File: config.mk
export PLATFORM = sky130hd
export DESIGN_NAME = tcce_ctrl
export DESIGN_NICKNAME = d
export VERILOG_FILES = /design/src/rtl/tcce_pkg.sv /design/src/rtl/tcce_ctrl.sv
export SDC_FILE = /design/constraint.sdc
export NUM_CORES = 1
export LEC_CHECK = 0
export BUFFER_PORTS_ARGS = -buffer_cell sky130_fd_sc_hd__buf_4
export CORE_AREA = 2 2 39 41
export DETAILED_ROUTE_END_ITERATION = 6
export DIE_AREA = 0 0 41 43
export PLACE_DENSITY = 0.39
export SYNTH_ARGS = -nofsm -noshare
export SYNTH_HDL_FRONTEND = slang
export SYNTH_SLANG_ARGS = --single-unit
File: constraint.sdc
create_clock -name clk_i -period 1.69 [get_ports clk_i]
set_input_delay 0.169 -clock clk_i [delete_from_list [all_inputs] [get_ports clk_i]]
set_output_delay 0.169 -clock clk_i [all_outputs]
set_load 0.1 [all_outputs]
File: src/rtl/tcce_pkg.sv
// ----------------------------------------------------------------------------
// tcce_pkg: shared definitions of the text console character engine
// screen geometry, field widths, command and character codes, payload and
// controller/datapath interface structs, cell address helper
// ----------------------------------------------------------------------------
package tcce_pkg;

  // screen geometry
  localparam int SCREEN_COLS = 80;
  localparam int SCREEN_ROWS = 25;
  localparam int TAB_WIDTH   = 8;
  localparam int CELLS       = SCREEN_COLS * SCREEN_ROWS;

  // internal widths that follow from the geometry
  localparam int ADDR_W = $clog2(CELLS);
  localparam int ROW_W  = $clog2(SCREEN_ROWS);
  localparam int COL_W  = $clog2(SCREEN_COLS + 1);

  // interface field widths
  localparam int CMD_W  = 2;
  localparam int CHAR_W = 8;
  localparam int RROW_W = 5;
  localparam int RCOL_W = 7;
  localparam int ATTR_W = 8;
  localparam int CELL_W = 16;
  localparam int CROW_W = 5;
  localparam int CCOL_W = 7;
  localparam int LIN_W  = 11;

  // command codes
  localparam logic [CMD_W-1:0] CMD_PUT   = 2'd0;
  localparam logic [CMD_W-1:0] CMD_CLEAR = 2'd1;
  localparam logic [CMD_W-1:0] CMD_READ  = 2'd2;

  // character codes
  localparam logic [CHAR_W-1:0] CH_BS    = 8'h08;
  localparam logic [CHAR_W-1:0] CH_TAB   = 8'h09;
  localparam logic [CHAR_W-1:0] CH_LF    = 8'h0A;
  localparam logic [CHAR_W-1:0] CH_CR    = 8'h0D;
  localparam logic [CHAR_W-1:0] CH_SPACE = 8'h20;

  localparam logic [ATTR_W-1:0] ATTR_RESET = 8'h0F;

  typedef struct packed {
    logic [CMD_W-1:0]  command;
    logic [CHAR_W-1:0] char_code;
    logic [RROW_W-1:0] read_row;
    logic [RCOL_W-1:0] read_col;
  } tcce_in_t;

  typedef struct packed {
    logic [CELL_W-1:0] cell_data;
    logic [CROW_W-1:0] cursor_row;
    logic [CCOL_W-1:0] cursor_col;
    logic [LIN_W-1:0]  cursor_linear;
  } tcce_out_t;

  // controller to datapath
  typedef struct packed {
    logic capture;
    logic exec;
    logic sweep;
    logic load_out;
  } tcce_cmd_t;

  // datapath to controller
  typedef struct packed {
    logic sweep_req;
    logic sweep_last;
  } tcce_stat_t;

  // physical row and column to cell memory address
  function automatic logic [ADDR_W-1:0] cell_addr(input logic [ROW_W-1:0] prow,
                                                  input logic [COL_W-1:0] col);
    return ADDR_W'(ADDR_W'(prow) * ADDR_W'(SCREEN_COLS) + ADDR_W'(col));
  endfunction

endpackage

File: src/rtl/tcce_ctrl.sv
// ----------------------------------------------------------------------------
// tcce_ctrl: sequencing controller of the text console character engine
// takes a request, runs it on the datapath, walks blanking sweeps and hands
// the result to the output register
// ----------------------------------------------------------------------------
module tcce_ctrl (
  input  logic                clk_i,
  input  logic                rst_ni,
  input  logic                in_valid_i,
  output logic                in_ready_o,
  output logic                out_valid_o,
  input  logic                out_ready_i,
  input  tcce_pkg::tcce_stat_t stat_i,
  output tcce_pkg::tcce_cmd_t  cmd_o
);
  import tcce_pkg::*;

  localparam logic [1:0] ST_IDLE   = 2'd0;
  localparam logic [1:0] ST_EXEC   = 2'd1;
  localparam logic [1:0] ST_SWEEP  = 2'd2;
  localparam logic [1:0] ST_FINISH = 2'd3;

  logic [1:0] state_q, state_d;
  logic       out_valid_q, out_valid_d;

  always_comb begin
    state_d     = state_q;
    cmd_o       = '0;
    in_ready_o  = 1'b0;
    out_valid_d = out_valid_q && !out_ready_i;
    case (state_q)
      ST_IDLE: begin
        in_ready_o = 1'b1;
        if (in_valid_i) begin
          cmd_o.capture = 1'b1;
          state_d       = ST_EXEC;
        end
      end
      ST_EXEC: begin
        cmd_o.exec = 1'b1;
        state_d    = stat_i.sweep_req ? ST_SWEEP : ST_FINISH;
      end
      ST_SWEEP: begin
        cmd_o.sweep = 1'b1;
        if (stat_i.sweep_last) begin
          state_d = ST_FINISH;
        end
      end
      ST_FINISH: begin
        // wait for a free output slot
        if (!out_valid_q || out_ready_i) begin
          cmd_o.load_out = 1'b1;
          out_valid_d    = 1'b1;
          state_d        = ST_IDLE;
        end
      end
      default: begin
        state_d = ST_IDLE;
      end
    endcase
  end

  always_ff @(posedge clk_i or negedge rst_ni) begin
    if (!rst_ni) begin
      state_q     <= ST_IDLE;
      out_valid_q <= 1'b0;
    end else begin
      state_q     <= state_d;
      out_valid_q <= out_valid_d;
    end
  end

  assign out_valid_o = out_valid_q;

endmodule

# After elaboration in Yosys (flattened, before gate mapping)
# Cells that the tools add are included.
# totals
regBits	3
output_inout_bits	6
wordCells	28
# op_classes
n_eq_ne	6
reduce_logical	6
muxes	14
# op_table
operator	n
2-to-1 mux 1 bit	10
one-hot mux 2 bit (4 select lines)	1
2-to-1 mux 2 bit	3
inequality test 2 bit (second input constant)	3
equality test 2 bit (second input constant)	2
AND reduction 3 bit	1
equality test 2 x 1 -> 1 bit (second input constant)	1
logical NOT 1 bit	2
logical NOT 2 bit	1
logical AND 1 bit	1
logical OR 1 bit	1

# Longest topological paths before layout
# Gate-level depths: netlist of run 1.
# depth
depth_word	4
ltp_mapped	5
depth_no_buf	5

# Worst setup path before layout of run 1
# No wires, ideal clock.
# synth_path
path_kind	register to output
start	reg state_q[0]
end	out cmd_o[3] (netlist name)
arrival_time_ps	2206
required_ps	1521
slack_ps	-685
path_stages_with_launch	4
cell_sequence	dfrtp_1 -> inv_1 -> ha_1 -> and2_1
# synth_lines
element	line_no	rtl
from (decl)	tcce_ctrl.sv:23	logic [1:0] state_q, state_d;
from (signal assigned)	tcce_ctrl.sv:68	state_q <= state_d;
to (decl)	tcce_ctrl.sv:14	output tcce_pkg::tcce_cmd_t cmd_o

==> summary.json, run 1 <==
{
  "cts": {
    "postCtsResizedCells": 0,
    "path_clk_slew_ns": 0.04,
    "tritoncts": "built",
    "clock_insertion_delay_worst_skew_ns": 0.23,
    "cts.path.max_buffers": 2,
    "cell_at_the_root_of_the_clock_tree": "sky130_fd_sc_hd__clkbuf_4",
    "cts_inserted_buffers": 3,
    "h-tree-depth": 1,
    "numClockSinks": 3
  },
  "worst_hold_path": {
    "hp-start": "out_ready_i",
    "hold_path_class": "in2reg"
  },
  "layout": {
    "layout.cells.most_common": "sky130_fd_sc_hd__buf_4",
    "drive_above_1_share_pct": 64.9,
    "insertedDiodeCount": 0,
    "fin_nets": 48,
    "syn2layout_area_growth_pct": 69.7,
    "most-common-layout-cells": "11 x sky130_fd_sc_hd__buf_4, 3 x sky130_fd_sc_hd__inv_1, 3 x sky130_fd_sc_hd__clkbuf_4"
  },
  "worst_setup_path": {
    "cp_data_required_time_ns": 1.52,
    "critical_path.endpoint_type": "output port",
    "critical_path.max_fanout": 5,
    "timing.critical_path.from_type": "flop",
    "arrival_ns": 1.38,
    "ws_path_type": "reg2out",
    "critPathLaunch": "state_q[1]$_DFFE_PN0P_",
    "critical_r2r_launch": "state_q[0]$_DFFE_PN0P_"
  },
  "drt": {
    "drt-pass1-iter-count": 2,
    "routed-wl-met2_microns": 272,
    "number_of_vias_in_the_routed_layout": 211,
    "wirelength_microns": 536,
    "initialDrtViolationCount": 3,
    "antenna_violating_nets_post_route": 0,
    "routed_wire_length_per_instance_microns": 10.1,
    "met1Wirelength_microns": 227,
    "via_per_inst": 3.98,
    "remaining_drc_errors": 0,
    "met3RoutedLength_microns": 35,
    "highest_layer": "met3"
  },
  "grt": {
    "globalRoute.totalOverflow": 0,
    "globalRouteTotalUtil_pct": 7.14,
    "grt_start_max_net_pins": 6,
    "via_count_of_the_first_global_routing_pass": 212,
    "antenna_found_initial": 0,
    "wire_length_of_the_first_global_routing_pass_microns": 786
  },
  "sta": {
    "finalWorstPathRequiredPeriod_ns": 1.55,
    "post_route_clock_skew_ns": 0.000801,
    "report.final.hold_viol_count": 0,
    "timing_worst_slew_pin_value_ns": 0.288,
    "slew_headroom_pct": 80.8,
    "fin_crit_sh_pct": 91.5,
    "unrepaired_setup_endpoints_after_global_routing": "no",
    "final.hold.worst_slack_ns": 0.234,
    "final-max-slew-violation-count": 0,
    "fmax_mhz": 647,
    "fin_tns_setup_ns": 0,
    "setup-violations-final": 0,
    "finalWorstSetupSlack_ns": 0.144
  },
  "synthesis": {
    "postSynthAreaPerCell_sq_um": 11.6,
    "yosys_warnings": 0,
    "post_synthesis_net_count": 31,
    "yosys.area.top_type": "sky130_fd_sc_hd__dfrtp_1",
    "synthTopCellsByArea": "sky130_fd_sc_hd__dfrtp_1 31%, sky130_fd_sc_hd__ha_1 21%, sky130_fd_sc_hd__o221ai_4 11%, sky130_fd_sc_hd__inv_1 6.2%, sky130_fd_sc_hd__mux2_4 6.2%",
    "synth.top_cell.area_share_pct": 30.8,
    "synth.cell_area_sq_um": 244,
    "yosysSeqAreaShare_pct": 30.8,
    "ys_seq_elements": 3,
    "netlist-cell-type-count": 13,
    "synthCells": 21
  },
  "placed_design": {
    "gp_congestion": 0.757,
    "detailedPlace.worstSlack_ns": 0.259,
    "io_buffer_count": 11,
    "dpl.hpwl_microns": 447
  },
  "job": {
    "maxCapViolations": 0
  },
  "floorplanning": {
    "fp.dieW_microns": 41,
    "starting_density_of_the_core_pct": 17.6,
    "floorplan.die_area_sq_um": 1760,
    "core_region_area_sq_um": 1380,
    "rows": 14,
    "top_level_i_o_count": 12,
    "fp.dieH_microns": 43
  },
  "outcome": {
    "status": "complete, no violations"
  }
}
==> cell usage after synthesis (all sizes together) <==
cell and n:
ha 4, inv 4, dfrtp 3, and2 2
nand2b 2, a221oi 1, mux2 1, mux2i 1
nand2 1, nor2b 1, o221ai 1
==> area by class of cell <==
type	count	area, sq um
Sequential cell	3	76.3
Timing Repair Buffer	12	92.6
Multi-Input combinational cell	14	184
Tap cell	16	20.0
Inverter	4	15.0
Clock buffer	4	26.3
Fill cell	152	970
==> logic make-up (layout without fill, tap and decap cells) <==
| kind of cell | Yosys count | in the layout | share of synthesized area (%) |
|---|---|---|---|
| buf+inv | 4 | 20 | 6.15 |
| simple gates | 6 | 6 | 18.0 |
| flops | 3 | 3 | 30.8 |
| mux | 2 | 2 | 10.3 |
| fa+ha+maj | 4 | 4 | 20.5 |
| compound gates | 2 | 2 | 14.4 |
==> state kept, by name, summed over array words and instances, names as in the netlist <==
| signal | cells |
|---|---|
| state_q | 2 |
| out_valid_o | 1 |
==> critical path, cell delays in order (launching register included) <==
cell,delay (ns)
sky130_fd_sc_hd__dfrtp_1,0.45
sky130_fd_sc_hd__inv_1,0.14
sky130_fd_sc_hd__ha_4,0.15
sky130_fd_sc_hd__and2_4,0.13
sky130_fd_sc_hd__buf_4,0.27
==> layer usage <==
layer / vias to the layer above / track usage (%)
met3: 0 / 6.28
met5: - / 0
met4: 0 / 2.00
met2: 8 / 10.3
li1: 102 / -
met1: 101 / 7.42
==> path summary, 6_finish.rpt <==
path / endpoint / slack [ns] / depth (start not counted)
setup / recovery: cmd_o[3] / 0.14 / 4
hold / removal: out_valid_o$_DFF_PN0_ / 0.23 / 3
setup reg to reg: state_q[1]$_DFFE_PN0P_ / 0.26 / 5
hold reg to reg: out_valid_o$_DFF_PN0_ / 0.55 / 2
max in group asynchronous: out_valid_o$_DFF_PN0_ / 1.32 / 2
min in group asynchronous: out_valid_o$_DFF_PN0_ / 0.26 / 2
==> repair_timing <==
action / in CTS / in global routing
hold buffers: 1 / 0
setup buffers: 0 / 0
endpoints found under the setup margin: 0 / 0
endpoints found under the hold margin: 3 / 0
==> through the flow <==
stage,cells,instance area (sq um),utilization [%]
2_1_floorplan,21,275,-
3_3_place_gp,48,378,27.3
3_5_place_dp,48,378,27.3
4_1_cts,53,414,29.9
5_1_grt,53,414,29.9
6_report,53,414,29.9
Power of run 1 is not shown: default switching activity piles up to over one toggle a cycle in this logic, so the estimate is an artifact.
==> run 2, diff against run 1 <==
--- a/config.mk
+++ b/config.mk
@@ -10,6 +10,7 @@
 export DETAILED_ROUTE_END_ITERATION = 6
 export DIE_AREA = 0 0 41 43
 export PLACE_DENSITY = 0.39
+export RECOVER_POWER = 100
 export SYNTH_ARGS = -nofsm -noshare
 export SYNTH_HDL_FRONTEND = slang
 export SYNTH_SLANG_ARGS = --single-unit
==> run 2 against run 1 <==
Against the previous run: fmax down 2.4%; utilization down 2.1 points; clock-buffer cell count unchanged; sequential cell count unchanged; non-clock buffer count unchanged; final area down 6.9%; wire length down 1.9%; clock skew about the same; worst hold slack worse by 0.018 ns; critical path type unchanged; highest routed layer unchanged.
==> summary.json, run 2 (synthesis results as in run 1) <==
{
  "worst_setup_path": {
    "ws_path_type": "reg2out",
    "slowest_cell_on_the_critical_path": "sky130_fd_sc_hd__dfrtp_1",
    "critical_path.max_fanout": 5,
    "arrival_ns": 1.41,
    "critical_path.cell_chain": "inv_1, ha_4, and2_4, clkbuf_4",
    "cp_data_required_time_ns": 1.52,
    "timing.critical_path.from_type": "flop",
    "critical_path.endpoint_type": "output port",
    "cp_slowest_stage_delay_ns": 0.45
  },
  "cts": {
    "tritoncts": "built",
    "path_clk_slew_ns": 0.04,
    "clock_insertion_delay_worst_skew_ns": 0.23,
    "cts.path.max_buffers": 2,
    "h-tree-depth": 1,
    "cts_inserted_buffers": 3,
    "numClockSinks": 3,
    "cell_at_the_root_of_the_clock_tree": "sky130_fd_sc_hd__clkbuf_4",
    "postCtsResizedCells": 0
  },
  "sta": {
    "fin_crit_sh_pct": 93.7,
    "fmax_mhz": 631,
    "fin_tns_setup_ns": 0,
    "setup-violations-final": 0,
    "finalWorstPathRequiredPeriod_ns": 1.58,
    "slew_headroom_pct": 64.1,
    "report.final.hold_viol_count": 0,
    "unrepaired_setup_endpoints_after_global_routing": "no",
    "final-max-slew-violation-count": 0,
    "post_route_clock_skew_ns": 0.000562,
    "timing_worst_slew_pin_value_ns": 0.541
  },
  "layout": {
    "drive_above_1_share_pct": 56.8,
    "layout.cells.most_common": "sky130_fd_sc_hd__clkbuf_4",
    "syn2layout_area_growth_pct": 57.9,
    "register_containing_the_most_flip_flops_in_the_final_layout": "state_q",
    "most-common-layout-cells": "7 x sky130_fd_sc_hd__clkbuf_4, 4 x sky130_fd_sc_hd__buf_4, 3 x sky130_fd_sc_hd__inv_1",
    "insertedDiodeCount": 0,
    "largest_register_ffs": 2,
    "fin_nets": 48
  },
  "floorplanning": {
    "top_level_i_o_count": 12,
    "core_region_area_sq_um": 1380,
    "floorplan.die_area_sq_um": 1760,
    "fp.dieH_microns": 43,
    "fp.dieW_microns": 41,
    "starting_density_of_the_core_pct": 17.6,
    "rows": 14
  },
  "drt": {
    "remaining_drc_errors": 0,
    "wirelength_microns": 526,
    "initialDrtViolationCount": 3,
    "antenna_violating_nets_post_route": 0,
    "routed_wire_length_per_instance_microns": 9.92,
    "number_of_vias_in_the_routed_layout": 210,
    "via_per_inst": 3.96,
    "drt-pass1-iter-count": 2
  },
  "placed_design": {
    "dpl.hpwl_microns": 447,
    "io_buffer_count": 11,
    "gp_congestion": 0.757
  },
  "worst_hold_path": {
    "hold_path_class": "in2reg"
  },
  "outcome": {
    "status": "complete, no violations"
  },
  "grt": {
    "antenna_found_initial": 0,
    "globalRouteTotalUtil_pct": 7.14,
    "wire_length_of_the_first_global_routing_pass_microns": 786,
    "via_count_of_the_first_global_routing_pass": 212,
    "grt_start_max_net_pins": 6,
    "globalRoute.totalOverflow": 0
  },
  "job": {
    "maxCapViolations": 0
  }
}
[run 2: final cells by class]
cell class	instances	area, sq um
fill	155	998
multi-input combinational	14	164
timing repair buffer	12	83.8
sequential	3	76.3
clock buffer	4	26.3
tap	16	20.0
inverter	4	15.0
[run 2: timing repair]
item | in CTS | in global routing
setup buffers | 0 | 0
hold endpoints to repair | 3 | 0
hold buffers | 1 | 0
[run 2: worst max-delay path, delay by kind of cell (launching register included)]
family        cells  cell delay (ns)
simple gates      1             0.12
flops             1             0.45
fa+ha+maj         1             0.15
buf+inv           2             0.45
[run 2: stage by stage]
stage	worst slack, ns	cells	hold slack (ns)	util (%)	area (sq um)
after floorplan	0.0602	21	-0.127	-	275
after global placement	0.272	48	-0.0381	27.3	378
after detailed placement	0.259	48	-0.0384	27.3	378
after CTS	0.132	53	0.231	29.9	414
after global routing	0.0474	53	0.217	27.8	385
final	0.106	53	0.216	27.8	385
[run 2: path summary, 6_finish.rpt]
check                                        from                     end  slack (ns)  cells past startpoint
hold reg to reg             out_valid_o$_DFF_PN0_   out_valid_o$_DFF_PN0_        0.53                      2
hold / removal                        out_ready_i   out_valid_o$_DFF_PN0_        0.22                      3
setup / recovery           state_q[1]$_DFFE_PN0P_                cmd_o[3]        0.11                      4
max in group asynchronous                  rst_ni   out_valid_o$_DFF_PN0_        1.25                      2
min in group asynchronous                  rst_ni   out_valid_o$_DFF_PN0_        0.28                      2
setup reg to reg           state_q[0]$_DFFE_PN0P_  state_q[1]$_DFFE_PN0P_        0.18                      5
[run 2: metal layers]
metal	track usage, %	wire length (microns)
met5	0	0
met1	7.42	221
met3	6.28	34
met4	2.00	0
met2	10.3	271
Power of run 2 is left out for the same reason.
==> run 3, diff against run 2 <==
--- a/config.mk
+++ b/config.mk
@@ -11,6 +11,7 @@
 export DIE_AREA = 0 0 41 43
 export PLACE_DENSITY = 0.39
 export RECOVER_POWER = 100
+export SETUP_SLACK_MARGIN = 0.15
 export SYNTH_ARGS = -nofsm -noshare
 export SYNTH_HDL_FRONTEND = slang
 export SYNTH_SLANG_ARGS = --single-unit
==> run 3 against run 2 <==
Against the previous run: die area unchanged; cell count unchanged; sequential cell count unchanged; via count decreased by 3.8%; utilization increased by 2.4 points; worst setup slack improved by 0.060 ns; final area increased by 8.4%; worst hold slack improved by 0.029 ns; global-route usage increased by 0.41 points; first-iteration DRC count decreased by 67%; critical path type unchanged; critical endpoint is now cmd_o[1].
==> summary.json, run 3 (synthesis results as in run 1) <==
{
  "worst_setup_path": {
    "ws_path_type": "reg2out",
    "critical_path.endpoint_type": "output port",
    "critical_path.max_fanout": 4,
    "timing.critical_path.from_type": "flop",
    "arrival_ns": 1.35,
    "r2r-end": "state_q[1]$_DFFE_PN0P_",
    "rr_worst_depth": 5,
    "reg2reg_slack_ns": 0.32,
    "cp_data_required_time_ns": 1.52,
    "critical_r2r_launch": "state_q[0]$_DFFE_PN0P_"
  },
  "worst_hold_path": {
    "hold-path-endpoint": "out_valid_o$_DFF_PN0_",
    "number_of_instances_on_the_worst_hold_path": 3,
    "hold_path_class": "in2reg",
    "hp-start": "out_ready_i"
  },
  "grt": {
    "globalRouteTotalUtil_pct": 7.55,
    "antenna_found_initial": 0,
    "globalRoute.totalOverflow": 0,
    "via_count_of_the_first_global_routing_pass": 208,
    "grt_start_max_net_pins": 6,
    "wire_length_of_the_first_global_routing_pass_microns": 862
  },
  "sta": {
    "fmax_mhz": 657,
    "finalWorstSetupSlack_ns": 0.167,
    "timing_worst_slew_pin_value_ns": 0.538,
    "report.final.hold_viol_count": 0,
    "final-max-slew-violation-count": 0,
    "setup-violations-final": 0,
    "fin_crit_sh_pct": 90.1,
    "post_route_clock_skew_ns": 0.000806,
    "fin_tns_setup_ns": 0,
    "finalWorstPathRequiredPeriod_ns": 1.52,
    "slew_headroom_pct": 64.3,
    "unrepaired_setup_endpoints_after_global_routing": "yes"
  },
  "floorplanning": {
    "fp.dieH_microns": 43,
    "floorplan.die_area_sq_um": 1760,
    "starting_density_of_the_core_pct": 17.6,
    "top_level_i_o_count": 12,
    "fp.dieW_microns": 41,
    "rows": 14,
    "core_region_area_sq_um": 1380
  },
  "layout": {
    "final_core_util_pct": 30.2,
    "drive_above_1_share_pct": 64.9,
    "layout.cells.most_common": "sky130_fd_sc_hd__clkbuf_4",
    "largest_register_ffs": 2,
    "register_containing_the_most_flip_flops_in_the_final_layout": "state_q",
    "insertedDiodeCount": 0,
    "final-instance-count-excl-fill": 53,
    "syn2layout_area_growth_pct": 71.3,
    "most-common-layout-cells": "6 x sky130_fd_sc_hd__clkbuf_4, 4 x sky130_fd_sc_hd__buf_4",
    "fin_nets": 48
  },
  "placed_design": {
    "io_buffer_count": 11,
    "dpl.hpwl_microns": 422,
    "detailedPlace.worstSlack_ns": 0.302,
    "dpl.cell_count": 48,
    "gp_congestion": 0.716
  },
  "cts": {
    "tritoncts": "built",
    "cell_at_the_root_of_the_clock_tree": "sky130_fd_sc_hd__clkbuf_4",
    "h-tree-depth": 1,
    "cts_inserted_buffers": 3,
    "clock_insertion_delay_worst_skew_ns": 0.23,
    "path_clk_slew_ns": 0.03,
    "cts.path.max_buffers": 2,
    "numClockSinks": 3,
    "cts_post_setup_buffers_inserted": 0
  },
  "drt": {
    "remaining_drc_errors": 0,
    "routed_wire_length_per_instance_microns": 9.08,
    "wirelength_microns": 481,
    "drt-pass1-iter-count": 2,
    "number_of_vias_in_the_routed_layout": 202,
    "antenna_violating_nets_post_route": 0,
    "initialDrtViolationCount": 1,
    "via_per_inst": 3.81
  },
  "outcome": {
    "status": "complete, no violations"
  },
  "job": {
    "maxCapViolations": 0
  }
}
run 3: cell types whose count changed in the layout (fill, tap and decap cells not counted), sizes merged:
cell / previous run / this run
buf: 4 / 6
clkbuf: 11 / 9
run 3: worst max-delay path, cell delays in order, from the launching register on:
cell and delay, ns:
sky130_fd_sc_hd__dfrtp_1 0.42, sky130_fd_sc_hd__inv_2 0.14, sky130_fd_sc_hd__ha_4 0.15, sky130_fd_sc_hd__buf_2 0.42
run 3: worst max-delay path by stage:
stage / from / endpoint / slack, ns / cells after the start
after CTS: state_q[1]$_DFFE_PN0P_ / cmd_o[3] / 0.17 / 4
after floorplan: state_q[0]$_DFFE_PN0P_ / state_q[1]$_DFFE_PN0P_ / 0.14 / 5
after global routing: state_q[0]$_DFFE_PN0P_ / cmd_o[1] / 0.11 / 3
after global placement: state_q[0]$_DFFE_PN0P_ / state_q[1]$_DFFE_PN0P_ / 0.30 / 5
final: state_q[0]$_DFFE_PN0P_ / cmd_o[1] / 0.17 / 3
after detailed placement: state_q[0]$_DFFE_PN0P_ / state_q[1]$_DFFE_PN0P_ / 0.30 / 5
run 3: timing repair:
item | in CTS | in global routing
setup endpoints to repair | 1 | 2
resized for setup | 1 | 2
endpoints found under the hold margin | 3 | 0
hold buffers | 1 | 0
pin swaps | 0 | 0
run 3: stage by stage:
stage	hold slack, ns	area, sq um
finish	0.244	418
global route	0.249	418
CTS	0.246	425
detailed placement	-0.0395	385
global placement	-0.0384	385
floorplan	-0.127	283
run 3: final cells by class:
class	count	area, sq um
sequential	3	76.3
multi-input combinational	14	189
tap	16	20.0
timing repair buffer	12	91.3
fill	153	966
inverter	4	15.0
clock buffer	4	26.3
run 3: layer usage:
metal / vias up / routed length (microns) / track usage, %
met5: - / 0 / 0
met4: 0 / 0 / 8.00
met3: 0 / 27 / 1.57
met2: 6 / 254 / 9.69
met1: 95 / 199 / 9.39
li1: 101 / - / -
Power of run 3 is left out for the same reason.
